<file path="config.mk">
export PLATFORM = sky130hd
export DESIGN_NAME = piecewise_linear_gamma_curve
export DESIGN_NICKNAME = d
export VERILOG_FILES = /design/src/hdl/pwgc_pkg.sv /design/src/hdl/pwgc_front.sv /design/src/hdl/pwgc_fifo.sv /design/src/hdl/pwgc_back.sv /design/src/hdl/piecewise_linear_gamma_curve.sv
export SDC_FILE = /design/constraint.sdc
export NUM_CORES = 2
export LEC_CHECK = 0
export BUFFER_PORTS_ARGS = -buffer_cell sky130_fd_sc_hd__buf_2
export CAP_MARGIN = 10
export CORE_UTILIZATION = 35
export DETAILED_ROUTE_END_ITERATION = 8
export HOLD_SLACK_MARGIN = 0.15
export PLACE_DENSITY = 0.56
export SLEW_MARGIN = 20
export SYNTH_ARGS = -nofsm -noshare
export SYNTH_HDL_FRONTEND = slang
export SYNTH_HIERARCHICAL = 1
export SYNTH_SLANG_ARGS = --single-unit
</file>
<file path="constraint.sdc">
create_clock -name clock -period 21.3 [get_ports clock]
set_input_delay 0 -clock clock [delete_from_list [all_inputs] [get_ports clock]]
set_output_delay 0 -clock clock [all_outputs]
set_load 0.01 [all_outputs]
</file>
<file path="src/hdl/pwgc_pkg.sv">
// shared types, constants and knee scaling for the piecewise-linear gamma curve
package pwgc_pkg;

   localparam int NUM_KNEES  = 8;
   localparam int KNEE_AW    = $clog2(NUM_KNEES);
   localparam int LEVEL_W    = 12;
   localparam int CODE_W     = 8;
   localparam int KNEE_W     = 2 * CODE_W;
   localparam int PROD_W     = 2 * LEVEL_W;
   localparam int DATA_W     = 16;
   localparam int FIFO_DEPTH = 4;
   localparam int FIFO_AW    = $clog2(FIFO_DEPTH);
   localparam int DIV_STAGES = LEVEL_W;

   // reciprocal of 17 in 12 fractional bits, exact for 8-bit codes
   localparam logic [15:0] RECIP_17 = 16'd241;

   localparam logic [KNEE_W-1:0] KNEE_RESET [NUM_KNEES] = '{
      16'h2020, 16'h4040, 16'h6060, 16'h8080,
      16'hA0A0, 16'hC0C0, 16'hDEDE, 16'hFFFF
   };

   // one classified word handed from the front to the back
   typedef struct packed {
      logic               hit;
      logic               interp;
      logic               neg;
      logic [LEVEL_W-1:0] base;
      logic [LEVEL_W-1:0] dx;
      logic [LEVEL_W-1:0] dy_mag;
      logic [LEVEL_W-1:0] den;
   } seg_type;

   // code*4095/255 = 16*code + code/17
   function automatic logic [LEVEL_W-1:0] scale_code(input logic [CODE_W-1:0] code);
      logic [15:0] prod;
      prod = 16'(code) * RECIP_17;
      return {code, 4'b0000} + LEVEL_W'(prod[15:12]);
   endfunction

endpackage

</file>
<file path="src/hdl/pwgc_front.sv">
// knee registers and segment classification of incoming levels
module pwgc_front
   import pwgc_pkg::*;
(
   input  logic                clock,
   input  logic                reset,
   input  logic                csr_valid,
   output logic                csr_ready,
   input  logic [KNEE_AW-1:0]  csr_index,
   input  logic [KNEE_W-1:0]   csr_data,
   input  logic [LEVEL_W-1:0]  level,
   output seg_type             seg
);

   logic [LEVEL_W-1:0] knee_x_ff [NUM_KNEES];
   logic [LEVEL_W-1:0] knee_y_ff [NUM_KNEES];

   assign csr_ready = 1'b1;

   always_ff @(posedge clock) begin
      if (reset) begin
         for (int i = 0; i < NUM_KNEES; i++) begin
            knee_x_ff[i] <= scale_code(KNEE_RESET[i][CODE_W-1:0]);
            knee_y_ff[i] <= scale_code(KNEE_RESET[i][KNEE_W-1:CODE_W]);
         end
      end else if (csr_valid) begin
         knee_x_ff[csr_index] <= scale_code(csr_data[CODE_W-1:0]);
         knee_y_ff[csr_index] <= scale_code(csr_data[KNEE_W-1:CODE_W]);
      end
   end

   always_comb begin
      logic [LEVEL_W-1:0] px, py, sx0, sy0, sx1, sy1;
      logic               hit;
      hit = 1'b0;
      sx0 = '0;
      sy0 = '0;
      sx1 = '0;
      sy1 = '0;
      // highest covering segment wins
      for (int i = 0; i < NUM_KNEES; i++) begin
         px = (i == 0) ? '0 : knee_x_ff[(i == 0) ? 0 : i - 1];
         py = (i == 0) ? '0 : knee_y_ff[(i == 0) ? 0 : i - 1];
         if (level >= px && level <= knee_x_ff[i]) begin
            hit = 1'b1;
            sx0 = px;
            sy0 = py;
            sx1 = knee_x_ff[i];
            sy1 = knee_y_ff[i];
         end
      end
      seg.hit    = hit;
      seg.interp = hit && (sx1 != sx0);
      seg.neg    = sy1 < sy0;
      seg.den    = sx1 - sx0;
      if (!hit) begin
         seg.base   = '0;
         seg.dx     = '0;
         seg.dy_mag = '0;
      end else if (sx1 == sx0) begin
         // zero-width segment gives its end knee
         seg.base   = sy1;
         seg.dx     = '0;
         seg.dy_mag = '0;
      end else begin
         seg.base   = sy0;
         seg.dx     = level - sx0;
         seg.dy_mag = (sy1 < sy0) ? (sy0 - sy1) : (sy1 - sy0);
      end
   end

endmodule

</file>
<file path="src/hdl/pwgc_fifo.sv">
// short queue of classified words between front and back
module pwgc_fifo
   import pwgc_pkg::*;
(
   input  logic    clock,
   input  logic    reset,
   input  logic    push,
   input  seg_type push_data,
   output logic    full,
   input  logic    pop,
   output logic    not_empty,
   output seg_type pop_data
);

   seg_type            mem_ff [FIFO_DEPTH];
   logic [FIFO_AW-1:0] wr_ptr_ff, wr_ptr_in;
   logic [FIFO_AW-1:0] rd_ptr_ff, rd_ptr_in;
   logic [FIFO_AW:0]   count_ff, count_in;

   assign full      = count_ff == (FIFO_AW+1)'(FIFO_DEPTH);
   assign not_empty = count_ff != '0;
   assign pop_data  = mem_ff[rd_ptr_ff];

   always_comb begin
      wr_ptr_in = push ? wr_ptr_ff + 1'b1 : wr_ptr_ff;
      rd_ptr_in = pop  ? rd_ptr_ff + 1'b1 : rd_ptr_ff;
      count_in  = count_ff + (FIFO_AW+1)'(push) - (FIFO_AW+1)'(pop);
   end

   always_ff @(posedge clock) begin
      if (reset) begin
         wr_ptr_ff <= '0;
         rd_ptr_ff <= '0;
         count_ff  <= '0;
      end else begin
         wr_ptr_ff <= wr_ptr_in;
         rd_ptr_ff <= rd_ptr_in;
         count_ff  <= count_in;
      end
   end

   always_ff @(posedge clock) begin
      if (push) begin
         mem_ff[wr_ptr_ff] <= push_data;
      end
   end

endmodule

</file>
<file path="src/hdl/pwgc_back.sv">
// multiply, pipelined restoring divide and output register
module pwgc_back
   import pwgc_pkg::*;
(
   input  logic                clock,
   input  logic                reset,
   input  logic                seg_valid,
   input  seg_type             seg,
   output logic                pop,
   output logic                rsp_tvalid,
   input  logic                rsp_tready,
   output logic [LEVEL_W-1:0]  level_out,
   output logic                covered
);

   typedef struct packed {
      logic               hit;
      logic               interp;
      logic               neg;
      logic [LEVEL_W-1:0] base;
      logic [LEVEL_W-1:0] den;
      logic [PROD_W-1:0]  rem;
      logic [LEVEL_W-1:0] quo;
   } div_type;

   div_type            stage_ff [DIV_STAGES+1];
   div_type            stage_in [DIV_STAGES+1];
   logic               valid_ff [DIV_STAGES+1];
   logic               out_valid_ff;
   logic [LEVEL_W-1:0] level_ff, level_in;
   logic               covered_ff;
   logic               advance;

   // whole pipe moves unless the output word is held
   assign advance    = !out_valid_ff || rsp_tready;
   assign pop        = advance && seg_valid;
   assign rsp_tvalid = out_valid_ff;
   assign level_out  = level_ff;
   assign covered    = covered_ff;

   always_comb begin
      logic [PROD_W-1:0] divisor;
      stage_in[0].hit    = seg.hit;
      stage_in[0].interp = seg.interp;
      stage_in[0].neg    = seg.neg;
      stage_in[0].base   = seg.base;
      stage_in[0].den    = seg.den;
      stage_in[0].rem    = PROD_W'(seg.dy_mag) * PROD_W'(seg.dx);
      stage_in[0].quo    = '0;
      // one quotient bit per stage, msb first
      for (int j = 1; j <= DIV_STAGES; j++) begin
         stage_in[j] = stage_ff[j-1];
         divisor     = PROD_W'(stage_ff[j-1].den) << (DIV_STAGES - j);
         if (stage_ff[j-1].rem >= divisor) begin
            stage_in[j].rem                  = stage_ff[j-1].rem - divisor;
            stage_in[j].quo[DIV_STAGES - j]  = 1'b1;
         end
      end
   end

   always_comb begin
      if (!stage_ff[DIV_STAGES].interp) begin
         level_in = stage_ff[DIV_STAGES].base;
      end else if (stage_ff[DIV_STAGES].neg) begin
         level_in = stage_ff[DIV_STAGES].base - stage_ff[DIV_STAGES].quo;
      end else begin
         level_in = stage_ff[DIV_STAGES].base + stage_ff[DIV_STAGES].quo;
      end
   end

   always_ff @(posedge clock) begin
      if (reset) begin
         for (int j = 0; j <= DIV_STAGES; j++) begin
            valid_ff[j] <= 1'b0;
         end
         out_valid_ff <= 1'b0;
      end else if (advance) begin
         valid_ff[0] <= seg_valid;
         for (int j = 1; j <= DIV_STAGES; j++) begin
            valid_ff[j] <= valid_ff[j-1];
         end
         out_valid_ff <= valid_ff[DIV_STAGES];
      end
   end

   always_ff @(posedge clock) begin
      if (advance) begin
         for (int j = 0; j <= DIV_STAGES; j++) begin
            stage_ff[j] <= stage_in[j];
         end
         level_ff   <= level_in;
         covered_ff <= stage_ff[DIV_STAGES].hit;
      end
   end

endmodule

</file>
<file path="src/hdl/piecewise_linear_gamma_curve.sv">
// an accepted req word goes through the queue, the divider stage registers and the output register to rsp_tvalid
// throughput: one level per cycle unless rsp is stalled; the 12-stage divider is pipelined, one quotient bit a stage
// a four-word queue lets the front keep taking words while rsp is stalled
// reset clears all valid state and loads the identity knee set
// top level of the piecewise-linear gamma curve
module piecewise_linear_gamma_curve
   import pwgc_pkg::*;
(
   input  logic                clock,
   input  logic                reset,
   input  logic                req_tvalid,
   output logic                req_tready,
   input  logic [DATA_W-1:0]   req_tdata,   // [11:0] level_in
   output logic                rsp_tvalid,
   input  logic                rsp_tready,
   output logic [DATA_W-1:0]   rsp_tdata,   // [11:0] level_out
   output logic                rsp_tuser,   // [0] covered
   input  logic                csr_valid,
   output logic                csr_ready,
   input  logic [KNEE_AW-1:0]  csr_index,
   input  logic [KNEE_W-1:0]   csr_data
);

   seg_type            front_seg;
   seg_type            queue_seg;
   logic               queue_full;
   logic               queue_valid;
   logic               queue_pop;
   logic [LEVEL_W-1:0] level_out;

   assign req_tready = !queue_full;
   assign rsp_tdata  = DATA_W'(level_out);

   pwgc_front u_front (
      .clock     (clock),
      .reset     (reset),
      .csr_valid (csr_valid),
      .csr_ready (csr_ready),
      .csr_index (csr_index),
      .csr_data  (csr_data),
      .level     (req_tdata[LEVEL_W-1:0]),
      .seg       (front_seg)
   );

   pwgc_fifo u_fifo (
      .clock     (clock),
      .reset     (reset),
      .push      (req_tvalid && !queue_full),
      .push_data (front_seg),
      .full      (queue_full),
      .pop       (queue_pop),
      .not_empty (queue_valid),
      .pop_data  (queue_seg)
   );

   pwgc_back u_back (
      .clock      (clock),
      .reset      (reset),
      .seg_valid  (queue_valid),
      .seg        (queue_seg),
      .pop        (queue_pop),
      .rsp_tvalid (rsp_tvalid),
      .rsp_tready (rsp_tready),
      .level_out  (level_out),
      .covered    (rsp_tuser)
   );

endmodule

</file>
### Word level (Yosys, flattened, before mapping)

Memory sizes are Yosys's and may differ from the RTL's. A register that Yosys moved wholly into a read port is not among the register bits.
Index checks and enable logic that the tools add are counted.
Widths: inputs -> output; s select.

* add/sub/neg operators: 24
* multiply operators: 3
* order comparisons: 29
* equality and inequality tests: 3
* multiplexer cells: 98
* bitwise logic cells: 13
* reductions and logical operators: 17

Operators with widths (number)
* $mux 12: 35
* $mux 24: 11
* $le 12x12->1: 8
* $ge 12x12->1: 7
* $mux 36: 2
* $sub 12x12->12: 5
* $mux 1: 45
* $mul 8x8->16 const B: 2
* $mux 25: 1
* $add 12x4->12: 2
* $ge 24x12->1: 1
* $ge 24x13->1: 1
* $ge 24x14->1: 1
* $ge 24x15->1: 1
* $ge 24x16->1: 1
* $ge 24x17->1: 1
* $ge 24x18->1: 1
* $ge 24x19->1: 1
* $ge 24x20->1: 1
* $ge 24x21->1: 1
* $ge 24x22->1: 1
* $ge 24x23->1: 1
* $mul 12x12->24: 1
* $reduce_or 12->1: 2
* other kinds (28): 54

* flip-flop bits (word level): 20
* bits in writable memories: 1228
* bits of input ports: 40
* output and inout port bits: 20
* word-level logic and storage cells: 197
* memories kept: 5

Memory list
* u_back.stage_ff: words 13, bits a word 63, rd ports 13, clocked after Yosys merged registers in 0, wr ports 13, line pwgc_back.sv:26 `div_type stage_ff [DIV_STAGES+1];`
* u_fifo.mem_ff: words 4, bits a word 51, rd ports 1, clocked after Yosys merged registers in 1, wr ports 1, line pwgc_fifo.sv:15 `seg_type mem_ff [FIFO_DEPTH];`
* u_front.knee_x_ff: words 8, bits a word 12, rd ports 8, clocked after Yosys merged registers in 0, wr ports 8, line pwgc_front.sv:15 `logic [LEVEL_W-1:0] knee_x_ff [NUM_KNEES];`
* u_front.knee_y_ff: words 8, bits a word 12, rd ports 8, clocked after Yosys merged registers in 0, wr ports 8, line pwgc_front.sv:16 `logic [LEVEL_W-1:0] knee_y_ff [NUM_KNEES];`
* u_back.valid_ff: words 13, bits a word 1, rd ports 13, clocked after Yosys merged registers in 1, wr ports 13, line pwgc_back.sv:28 `logic valid_ff [DIV_STAGES+1];`

### Depth between registers and ports, before layout

An unclocked memory read counts as a cell.

* word-level depth: 15
* gate-level depth with buffers: 30
* mapped depth without buffers: 27

### Modules after synthesis

The synthesis kept the hierarchy.

Modules (own cells, without submodules)
* pwgc_back: instances 1, cells an instance 2919, area an instance 37508.5 µm², seq. area each 21971.1 µm²
* pwgc_front: instances 1, cells an instance 1730, area an instance 15846.4 µm², seq. area each 5765.5 µm²
* pwgc_fifo: instances 1, cells an instance 309, area an instance 7858.8 µm², seq. area each 6306.0 µm²
* piecewise_linear_gamma_curve: instances 1, cells an instance 7, area an instance 43.8 µm², seq. area each 0.0 µm²

### Least setup slack after synthesis

Ideal clock, no wire load.

* path type: flip-flop to flip-flop
* from: register u_back.out_valid_ff, in the netlist u_back/rsp_tvalid, read port of u_back.valid_ff
* to: register u_fifo.count_ff[2]
* library setup time: 0.110 ns
* arrival: 16.802 ns
* required time: 21.190 ns
* setup slack: 4.388 ns
* stages on the path, launching flop included: 10
* buffers on the path: 0
* clock period less this slack: 16.912 ns
* cells stage by stage: dfxtp_1 nor2b_1 inv_1 and2_1 ha_1 inv_1 ha_1 fa_1 xor3_1 nor2_1

* cells in the longest elaborated chain, start to end: 4

RTL lines
* start, declared: line pwgc_back.sv:29 `logic out_valid_ff;`
* $logic_not 1->1: line pwgc_back.sv:35 `assign advance = !out_valid_ff || rsp_tready;`
* $logic_or 1x1->1: line pwgc_back.sv:35
* $logic_and 1x1->1: line pwgc_back.sv:36 `assign pop = advance && seg_valid;`
* net queue_pop: line piecewise_linear_gamma_curve.sv:28 `logic queue_pop;`
* $sub 3x1->3: line pwgc_fifo.sv:27 `count_in = count_ff + (FIFO_AW+1)'(push) - (FIFO_AW+1)'(pop);`
* end signal, assigned: line pwgc_fifo.sv:38 `count_ff <= count_in;`
* end, declared: line pwgc_fifo.sv:18 `logic [FIFO_AW:0] count_ff, count_in;`

The timed path passes the listed nets, and every way through them passes these cells.
A chain may end at the register's enable or synchronous reset.

==> run metrics <==
Multi-input gate area=24700 um2; Post-synth ARST share=0%; fin nets=5665; ys flop type=edfxtp_1; die outline height=420 um; Clock Path Buffers=3; CP delay by family, top=compound AO/OA/AOI/OAI gates; worst reg2reg path startpoint=u_front/knee_x_ff[3][11]; drt drc=0; Antenna diodes=0; CTS clk-pin slew, worst paths=60 ps; CP bufs+invs=4; chip width=420 um; mean routed wirelength per cell=17.4 um; Cell variety after synth=88; DR vias=37681; Worst R2R Path Depth=23; post-route ant nets=0; CP arrival=7710 ps; CP cell instances=inv_1, ha_1, and4_1, nand4_1, or2_1, a31oi_4, buf_4, nand2_1, o221ai_1, inv_1, fa_1, a21o_1, a21oi_1, o21ai_0, a221oi_1, o21ai_1, buf_4, mux2_2, o21ai_0, a22o_1, a31oi_1, xor2_1, nor2_1; Max Freq=139 MHz; TritonCTS Buffers=115; H-tree Lvls=3; CTS Root Cell=clkbuf_16; Initial Utilization=35.2%; largest net degree at the start of global routing=171; Critical Path RT=21840 ps; hold depth=4; Detailed Place HPWL=93100 um; synthesized flop and latch total=1137; row count=153; layout cells sized above 1=7.85%; EDFF count, synth=1127; clk_lat worst skew=740 ps; Sink Count=1137; DRT Pass-1 Iters=6; r2r setup slk=14120 ps; first-pass GRT wire length=206000 um; Hold/Removal Path Class=input port to flip-flop; final setup vio count=0; DR iter-0 viols=2426; Post-CTS Setup Bufs=0; max incr delay on CP=730 ps; critical path class=flip-flop to flip-flop; RSZ-0062 raised after global routing=no; Area after DPL=64100 um2; Filler cells=16629; Hold EP=u_fifo/mem_ff[2][30]; Slowest cell on crit path=a31oi_4; Final Hold Viols=0; CTS tree=done; YS warnings=6; run status=finished, final reports clean; I/O Buffers=50; post-layout min period=7180 ps; Die Area=177000 um2; Post-Synthesis Cells=4965; Post-Route WL=130000 um; initial antenna violation count=0; top cell type's share of synthesized area=55.2%; Total GRT Usage=14.6%; routed vias/inst=5.04; Reg area=34000 um2; Finished Core Util=39.2%; Reg-to-Reg End=u_fifo/mem_ff[3][23]; gpl congestion=0.849; IO Count=60; Worst Tran Pin Value=1170 ps; critical path endpoint category=flip-flop; Post-synth top cells=edfxtp_1 (1127), inv_1 (498), ha_1 (427), nand2_1 (382), nor2_1 (339); core area=174000 um2; CP Max Fanout=37; GRT overflow=0; Setup TNS Final=0 ps; number of global-route vias before repair=38011; Synth Area per Inst=12.3 um2; share of the clock period used by the worst path=33.7%; cts repair resizes=0; # hold bufs at CTS=34; clk_skew=47.1 ps; most frequent cell after synthesis=edfxtp_1; Final Cell Area=68200 um2; critical path depth in cells=23; hold path start=req_tdata[6]; max-cap viol count=0; biggest area consumer among synthesized cells=edfxtp_1; Area Growth Syn to Fin=11.3%; Synth area leaders=edfxtp_1 (55%), ha_1 (8.7%), fa_1 (4.7%), inv_1 (3.1%), nand2_1 (2.3%); Seq/Total Area, Yosys=55.6%; synthesized area=61300 um2; max-slew violations=0; Setup crit start kind=flip-flop; Slew headroom=21.8%
==> routing by layer <==
layer / part of all wire [%] / global-route usage [%] / wire length, um
met4: 2.8 / 4.49 / 3650
met1: 43 / 18.0 / 55800
met5: 0 / 0 / 0
met2: 51 / 26.2 / 65700
met3: 3.5 / 2.09 / 4600
==> worst max path at each step <==
| stage | startpoint | end | slack (ps) |
|---|---|---|---|
| final | u_front/knee_x_ff[3][11] | u_fifo/mem_ff[3][23] | 14120 |
| after global routing | u_front/knee_x_ff[3][10] | u_fifo/mem_ff[3][23] | 13610 |
| after CTS | u_front/knee_x_ff[3][11] | u_fifo/mem_ff[3][23] | 14160 |
| after detailed placement | u_front/knee_x_ff[3][10] | u_fifo/mem_ff[3][23] | 14160 |
| after global placement | u_front/knee_x_ff[3][10] | u_fifo/mem_ff[0][23] | 14200 |
| after floorplan | u_back/rsp_tvalid | u_fifo/count_ff[2] | 4390 |
==> cell type report <==
type	instances	share of cell area (%)
clock inverters	64	0.844
well taps	2325	4.27
multi-input cells	3167	36.2
clock buffers	147	4.56
inverters	507	2.80
repair buffers	125	1.34
flip-flops and latches	1137	49.9
==> layout by cell type, fill, tap and decap left out, types with 33 or more instances in the layout <==
cell type,instances
mux4_2,50
nand3_1,66
mux2_2,45
nand2b_1,43
ha_1,427
o21ai_0,208
and3_1,33
o21a_1,47
xnor2_1,140
nor3_1,63
buf_2,50
xor2_1,73
dlygate4sd3_1,34
nor2_1,338
nor2b_1,60
buf_4,40
or3_1,36
a21o_1,68
clkbuf_16,117
inv_1,497
fa_1,145
a211oi_1,36
nand2_1,382
clkinv_1,35
edfxtp_1,1127
a21oi_1,281
and2_1,106
==> sequential cells by signal, indices dropped and copies added, names as in the netlist, named ones only <==
name               cells
u_back/rsp_tvalid      1
u_fifo/rd_ptr_ff       2
u_fifo/mem_ff        204
u_fifo/wr_ptr_ff       2
u_back/valid_ff       13
u_front/knee_x_ff     96
u_front/knee_y_ff     96
u_fifo/count_ff        3
u_back/level_out      12
u_back/covered         1
u_back/stage_ff      705
==> worst min-delay path, delay by kind of cell <==
kind / cells / cell delay [ps]
adder cells (fa/ha/maj): 1 / 320
buffers and inverters: 1 / 240
AND/OR/NAND/NOR: 2 / 210
==> metrics by stage <==
step	setup slack, ps	instances	hold slack [ps]
6_report	14120	7472	227
5_1_grt	13610	7472	249
4_1_cts	14160	7472	166
3_5_place_dp	14160	7227	401
3_3_place_gp	14200	7227	392
2_1_floorplan	4390	4968	71.6
==> cell families (layout without fill, tap and decap cells) <==
family                     count (synthesis)  after routing  share of synthesized area [%]
AOI/OAI and AO/OA                        964            964                           10.2
xor gates and xnor gates                 215            215                           3.10
adders and majority gates                572            572                           13.5
buffers and inverters                    664            843                           4.30
DFF                                     1137           1137                           55.6
muxes                                    125            125                           3.21
other                                      2              5                         0.0123
and+or+nand+nor                         1286           1286                           10.2
Power is left out: the tool's default activity adds up to more than one toggle a clock period on the data nets, which glitch-free logic cannot reach.
